<file path="config.mk">
export PLATFORM = sky130hd
export DESIGN_NAME = ssi_accum
export DESIGN_NICKNAME = d
export VERILOG_FILES = /design/src/ssi_pkg.sv /design/src/ssi_accum.sv
export SDC_FILE = /design/constraint.sdc
export NUM_CORES = 1
export LEC_CHECK = 0
export CELL_PAD_IN_SITES_DETAIL_PLACEMENT = 1
export CELL_PAD_IN_SITES_GLOBAL_PLACEMENT = 2
export CORE_ASPECT_RATIO = 1.4
export CORE_UTILIZATION = 43
export DETAILED_ROUTE_END_ITERATION = 6
export DONT_BUFFER_PORTS = 1
export PLACE_DENSITY = 0.86
export SYNTH_ARGS = -nofsm -noshare
export SYNTH_HDL_FRONTEND = slang
export SYNTH_SLANG_ARGS = --single-unit
</file>
<file path="constraint.sdc">
create_clock -name clk -period 9.1 [get_ports clk]
set_input_delay 0.91 -clock clk [delete_from_list [all_inputs] [get_ports clk]]
set_output_delay 0.91 -clock clk [all_outputs]
set_load 0.005 [all_outputs]
</file>
<file path="src/ssi_pkg.sv">
`timescale 1ns / 1ps

package ssi_pkg;

    localparam int DEF_MAX_SAMPLES = 65536;
    localparam int DEF_SAMPLE_BITS = 16;

    localparam int SAMPLE_W   = 16;
    localparam int H_W        = 24;
    localparam int SUM_W      = 38;
    localparam int S_W        = SUM_W + 1;
    localparam int C_W        = 20;
    localparam int T_W        = S_W + 3;
    localparam int INTEGRAL_W = 58;
    localparam int STATUS_W   = 2;

    localparam logic [H_W-1:0] STEP_SIZE_RESET = 24'd65536;

    localparam logic [STATUS_W-1:0] STATUS_OK       = 2'd0;
    localparam logic [STATUS_W-1:0] STATUS_TOO_FEW  = 2'd1;
    localparam logic [STATUS_W-1:0] STATUS_TOO_MANY = 2'd2;

    // divide-by-three constants: (2^20 - 1) / 3 and ceil(2^k / 3) for k = 22, 27
    localparam logic [18:0] THIRD_OF_2P20 = 19'd349525;
    localparam logic [20:0] RECIP3_K22    = 21'd1398102;
    localparam logic [25:0] RECIP3_K27    = 26'd44739243;

    typedef struct packed {
        logic signed [S_W-1:0]  s;
        logic signed [C_W-1:0]  c;
        logic [STATUS_W-1:0]    status;
    } run_end_t;

endpackage

</file>
<file path="src/ssi_accum.sv">
`timescale 1ns / 1ps

module ssi_accum import ssi_pkg::*;
#(
    parameter int MAX_SAMPLES = DEF_MAX_SAMPLES,
    parameter int SAMPLE_BITS = DEF_SAMPLE_BITS
)
(
    input  logic                clk,
    input  logic                rst_n,
    input  logic                beat,
    input  logic [SAMPLE_W-1:0] sample,
    input  logic                last,
    output run_end_t            term
);

    localparam int CNT_W = $clog2(MAX_SAMPLES + 1);
    localparam int WV_W  = SAMPLE_W + 2;

    logic signed [SUM_W-1:0]    sum_reg;
    logic [CNT_W-1:0]           count_reg;
    logic signed [SAMPLE_W-1:0] recent0_reg;
    logic signed [SAMPLE_W-1:0] recent1_reg;
    logic                       ovf_reg;

    logic signed [SAMPLE_BITS-1:0] v_low;
    logic signed [SAMPLE_W-1:0]    v;
    logic signed [WV_W-1:0]        v_ext;
    logic signed [WV_W-1:0]        wv;
    logic                          ovf;
    logic                          odd_idx;
    logic signed [S_W-1:0]         ws_e;
    logic signed [S_W-1:0]         v_s;
    logic signed [S_W-1:0]         r0_s;
    logic signed [C_W-1:0]         v_c;
    logic signed [C_W-1:0]         r0_c;
    logic signed [C_W-1:0]         r1_c;

    assign v_low   = sample[SAMPLE_BITS-1:0];
    assign v       = SAMPLE_W'(v_low);
    assign v_ext   = WV_W'(v);
    assign odd_idx = count_reg[0];
    assign ovf     = ovf_reg || (count_reg == CNT_W'(MAX_SAMPLES));

    // weights 1, 4, 2, 4, 2, ...
    always_comb
    begin
        priority if (count_reg == '0)
        begin
            wv = v_ext;
        end
        else if (odd_idx)
        begin
            wv = v_ext <<< 2;
        end
        else
        begin
            wv = v_ext <<< 1;
        end
    end

    always_ff @(posedge clk or negedge rst_n)
    begin
        if (!rst_n)
        begin
            sum_reg     <= '0;
            count_reg   <= '0;
            recent0_reg <= '0;
            recent1_reg <= '0;
            ovf_reg     <= 1'b0;
        end
        else if (beat)
        begin
            if (last)
            begin
                sum_reg     <= '0;
                count_reg   <= '0;
                recent0_reg <= '0;
                recent1_reg <= '0;
                ovf_reg     <= 1'b0;
            end
            else if (ovf)
            begin
                ovf_reg <= 1'b1;
            end
            else
            begin
                sum_reg     <= sum_reg + SUM_W'(wv);
                recent1_reg <= recent0_reg;
                recent0_reg <= v;
                count_reg   <= count_reg + CNT_W'(1);
            end
        end
    end

    assign ws_e = S_W'(sum_reg);
    assign v_s  = S_W'(v);
    assign r0_s = S_W'(recent0_reg);
    assign v_c  = C_W'(v);
    assign r0_c = C_W'(recent0_reg);
    assign r1_c = C_W'(recent1_reg);

    // terms for a run that ends on this beat; an odd count (an even number of samples) closes with the end interval
    always_comb
    begin
        priority if (ovf)
        begin
            term.status = STATUS_TOO_MANY;
        end
        else if (count_reg < CNT_W'(2))
        begin
            term.status = STATUS_TOO_FEW;
        end
        else
        begin
            term.status = STATUS_OK;
        end

        if (term.status != STATUS_OK)
        begin
            term.s = '0;
            term.c = '0;
        end
        else if (odd_idx)
        begin
            term.s = ws_e - r0_s;
            term.c = (r0_c <<< 3) + (v_c <<< 2) + v_c - r1_c;
        end
        else
        begin
            term.s = ws_e + v_s;
            term.c = '0;
        end
    end

endmodule

</file>
Word level (Yosys, flattened, before mapping)
Index checks and enable logic that the tools add are counted.
{ "word_totals": {"register_bits": 88, "in_bits": 20, "out_inout_bits": 61, "wordCells": 37} }
{ "op_classes": {"n_addsub": 7, "n_lt_le_gt_ge": 1, "eq_ne": 2, "muxes": 16, "reduce_logical": 6} }
{ "op_table": {"columns": ["cell", "count"], "rows": [
  ["59-bit 2-to-1 mux", 2],
  ["38-bit 2-to-1 mux", 2],
  ["17-bit 2-to-1 mux", 4],
  ["16-bit 2-to-1 mux", 4],
  ["38-bit by 16-bit adder with 39-bit output", 1],
  ["38-bit by 16-bit subtractor with 39-bit output", 1],
  ["38-bit by 18-bit adder with 38-bit output", 1],
  ["19-bit by 18-bit adder with 20-bit output", 1],
  ["20-bit by 16-bit adder with 20-bit output", 1],
  ["20-bit by 16-bit subtractor with 20-bit output", 1],
  ["17-bit by 1-bit adder with 17-bit output, second input constant", 1],
  ["17-bit equality test, second input constant", 1],
  ["17-bit logical NOT", 1],
  ["17-bit by 2-bit < comparator with 1-bit output, second input constant", 1],
  ["2-bit AND reduction", 2],
  ["2-bit nonzero test", 2],
  ["1-bit 2-to-1 mux", 3],
  ["2-bit 2-to-1 mux", 1],
  ["2-bit != test, second input constant", 1],
  ["1-bit logical OR", 1]
]} }

Logic depth before layout (Yosys ltp)
{ "depth": {"ltp_word": 5, "mapped_depth": 21, "mapped_depth_nobuf": 18} }

Least setup slack after synthesis
No wires, ideal clock.
{ "synth_path": {"path_type": "input to output", "start": "input port sample[3]", "end": "output port term[53] (netlist name)", "arrival_time_ps": 4942, "required_time_ps": 8190, "path_slack_ps": 3248, "stages": 20, "path_buffers": 3, "path_cell_list": "buf_6 or3_1 buf_2 nor4_4 nand2_2 or3_1 clkbuf_1 ha_1 inv_1 o21ai_0 ha_1 a21oi_1 a21boi_0 o2111a_1 o21a_1 o2111a_1 o21ai_1 a21oi_1 or4_1 nand3_1"} }
{ "synth_lines": {"columns": ["element", "line_no", "source"], "rows": [
  ["from (decl)", "ssi_accum.sv:12", "input logic [SAMPLE_W-1:0] sample,"],
  ["to (decl)", "ssi_accum.sv:14", "output run_end_t term"]
]} }

==> impl_results.md <==
- Slew headroom: 25.37%
- Num CTS Buffers: 9
- Drt drc: 0
- Most Used Layer, Global Route: met2
- Wire per inst: 20.29 um
- Synth Area in Compound Gates: 24.70%
- Clk_lat worst skew: 370 ps
- Die area: 24970 um^2
- Period utilization: 71.46%
- Post-synthesis cell area: 10460 um^2
- Combinational share of power: 70.5%
- H-tree levels: 3
- I/O pins: 81
- Crit end category: output port
- Layout cells sized above 1: 4.009%
- EDFF count, synth: 0
- Synth unique cells: 72
- Post_cts resized: 0
- Xor/xnor cell area share of the yosys netlist: 8.443%
- Gr usage total: 26.82%
- Measured slew at the worst slew-check pin: 1118 ps
- Cell Int Power: 1675 uW
- Pwr dens: 310.9 nW/um^2
- Fin Setup TNS: 0 ps
- Pre-CTS setup slack: 2633 ps
- Initial antenna violation count: 0
- Final hold vios: 0
- Proportion of synthesized area in mux cells: 2.117%
- Final Slew Violations: 0
- Synthesized Nets: 1475
- Met2 usage: 48.90%
- Number of global-route vias before repair: 9910
- Hold Slack: 230.9 ps
- Post-CTS Setup Bufs: 0
- Max Cap Violations: 0
- Die height: 186.6 um
- Largest family of logic cells by synthesized area: compound AO/OA/AOI/OAI gates
- Met3 GRT Util: 2.961%
- Number of flip-flops in the largest register: 38
- Post-synthesis adder-cell area fraction: 19.11%
- Pin count of the biggest net entering global routing: 89
- Worst-case clock buffer depth: 2
- Layout Skew: 10.89 ps
- Sw Ratio: 50.72%
- FF+latch count, synth: 88
- Cts hold-fix bufs: 0
- RePlAce Congestion: 0.8687
- Clock share of power: 11.8%
- NetSw: 1725 uW
- Num rows: 67
- Synth area leader: dfrtp_1
- Share of power burned in registers: 17.6%
- Area fraction of the dominant cell type after synthesis: 21.05%
- Final setup fails: 0
- RSZ-0062 raised after global routing: no
- Final wirelength: 32090 um
- Ant diodes: 0
- Detail Route Antenna Nets: 0
- Startpoint Class: input pin
- Routing usage on met1: 31.90%
- Die Wd: 133.8 um
- CTS Sinks: 88
- Hold crit path type: input pin to async pin
- First-pass GRT wire length: 52790 um
- VDD IR max: 0.0001153 V
- Post-Synthesis Cells: 1315
- Avg Cell Area, Syn: 7.956 um^2
- Clk root buf: clkbuf_16
- Overflow after GRT: 0
- Synth warn: 0
- Clk pin slew, worst setup/hold paths: 80 ps
- 1st-pass router iterations: 5
- P&R area growth vs syn: 4.532%
- Seq/Total Area, Yosys: 21.05%
- P_leak: 0.005171 uW
- WS Path Type: input pin to output port
- Simple-Gate Fraction of Synth Area: 18.07%
- Ranking of synthesized cells by area: dfrtp_1 (21%), ha_1 (13%), fa_1 (6.3%), nor2_1 (4.9%), xor2_1 (4.7%)
- Final setup margin: 2597 ps
- Critical path peak fanout: 11
- Required time worst endpoint: 8190 ps
- Initial Utilization: 43.79%
- Outcome: finished, final reports clean
- Vias per inst: 5.939
- Nets: 1427
- Crit path DAT: 5590 ps
- Core ar.: 23890 um^2
- Crit path time final: 6503 ps
- CTS tree: built
- Port bufs: 0
- Ys async rst share: 100.0%
- DR iter-0 viols: 312
- Main synth FF type: dfrtp_1
- Detailed placement HPWL: 24940 um
- Max Freq: 153.8 MHz
- Routed via count: 9396
cells in the final DEF (no fill, tap or decap), types with 18 or more instances in the layout:
| cell type | count |
|---|---|
| nor3_1 | 20 |
| nand2_1 | 114 |
| a21o_1 | 42 |
| a22oi_1 | 18 |
| dfrtp_1 | 87 |
| nor2_1 | 135 |
| o21ai_0 | 76 |
| nand3_1 | 37 |
| a21oi_1 | 81 |
| mux2i_1 | 21 |
| o31ai_1 | 40 |
| fa_1 | 33 |
| o21a_1 | 19 |
| xor2_1 | 56 |
| xnor2_1 | 43 |
| ha_1 | 107 |
| inv_1 | 110 |
worst max-delay path, cell delays in order:
cell      delay (ps)
or3_1            490
nor4_4           290
nand2_2           90
or3_1            510
ha_1             360
inv_1             30
o21ai_0          150
ha_1             300
a21oi_1          330
a21boi_0         240
o2111a_1         280
o21a_1           130
o2111a_1         250
o21ai_1          420
a21oi_1          210
or4_1            500
nand3_1          100
through the flow:
| stage | power (uW) | std cells | instance area [um^2] | util (%) |
|---|---|---|---|---|
| floorplan | 2413 | 1315 | 10460 | - |
| CTS | 3415 | 1582 | 10940 | 45.78 |
| global placement | 2942 | 1566 | 10640 | 44.54 |
| finish | 3400 | 1582 | 10940 | 45.78 |
| detailed placement | 2998 | 1566 | 10640 | 44.54 |
| global route | 3706 | 1582 | 10940 | 45.78 |
power groups by stage:
stage / Combinational (uW) / Sequential, uW / Clock (uW)
3_3_place_gp: 2340 / 601 / 0
5_1_grt: 2670 / 612 / 421
4_1_cts: 2410 / 600 / 408
3_5_place_dp: 2390 / 607 / 0
2_1_floorplan: 1850 / 559 / 0
6_report: 2400 / 600 / 402
cells in the mapped netlist (16+ instances only):
library cell,number
nor2_1,136
nand2_1,115
inv_1,110
ha_1,107
dfrtp_1,88
a21oi_1,81
o21ai_0,76
clkbuf_1,56
xor2_1,56
xnor2_1,43
a21o_1,42
o31ai_1,40
nand3_1,37
fa_1,33
mux2i_1,21
nor3_1,20
o21a_1,19
a22oi_1,18
a211oi_1,16
a22o_1,16
and3_1,16
nand2b_1,16
worst paths after layout:
kind / startpoint / endpoint / slack [ps] / cells after the start
min in group clk: recent1_reg[6]$_DFFE_PN0P_ / recent1_reg[6]$_DFFE_PN0P_ / 480 / 2
max in group asynchronous: rst_n / sum_reg[25]$_DFFE_PN0P_ / 8670 / 0
setup reg to reg: count_reg[11]$_DFFE_PN0P_ / sum_reg[35]$_DFFE_PN0P_ / 3210 / 15
hold reg to reg: recent1_reg[6]$_DFFE_PN0P_ / recent1_reg[6]$_DFFE_PN0P_ / 480 / 2
hold / removal: rst_n / sum_reg[33]$_DFFE_PN0P_ / 230 / 0
setup / recovery: sample[5] / term[53] / 2600 / 17
metal layers:
metal / up-vias / wire length [um]
li1: 4558 / -
met3: 48 / 648
met2: 118 / 16900
met1: 4672 / 13560
met4: 0 / 983
met5: - / 0
final cells by class:
cell class	instances	area [um^2]
Fill cell	2964	12950
Multi-Input combinational cell	1051	7592
Sequential cell	88	2203
Inverter	112	420.4
Tap cell	310	387.9
Clock buffer	10	229.0
Clock inverter	6	66.31
Timing Repair Buffer	5	37.54
cell families after synthesis:
group                    count (synthesis)
AO/OA/AOI/OAI                          381
AND/OR/NAND/NOR                        408
adder cells (fa/ha/maj)                140
flip-flops                              88
buffers and inverters                  176
XOR/XNOR                               100
multiplexers                            22
Power figures use the tool's default switching activity.
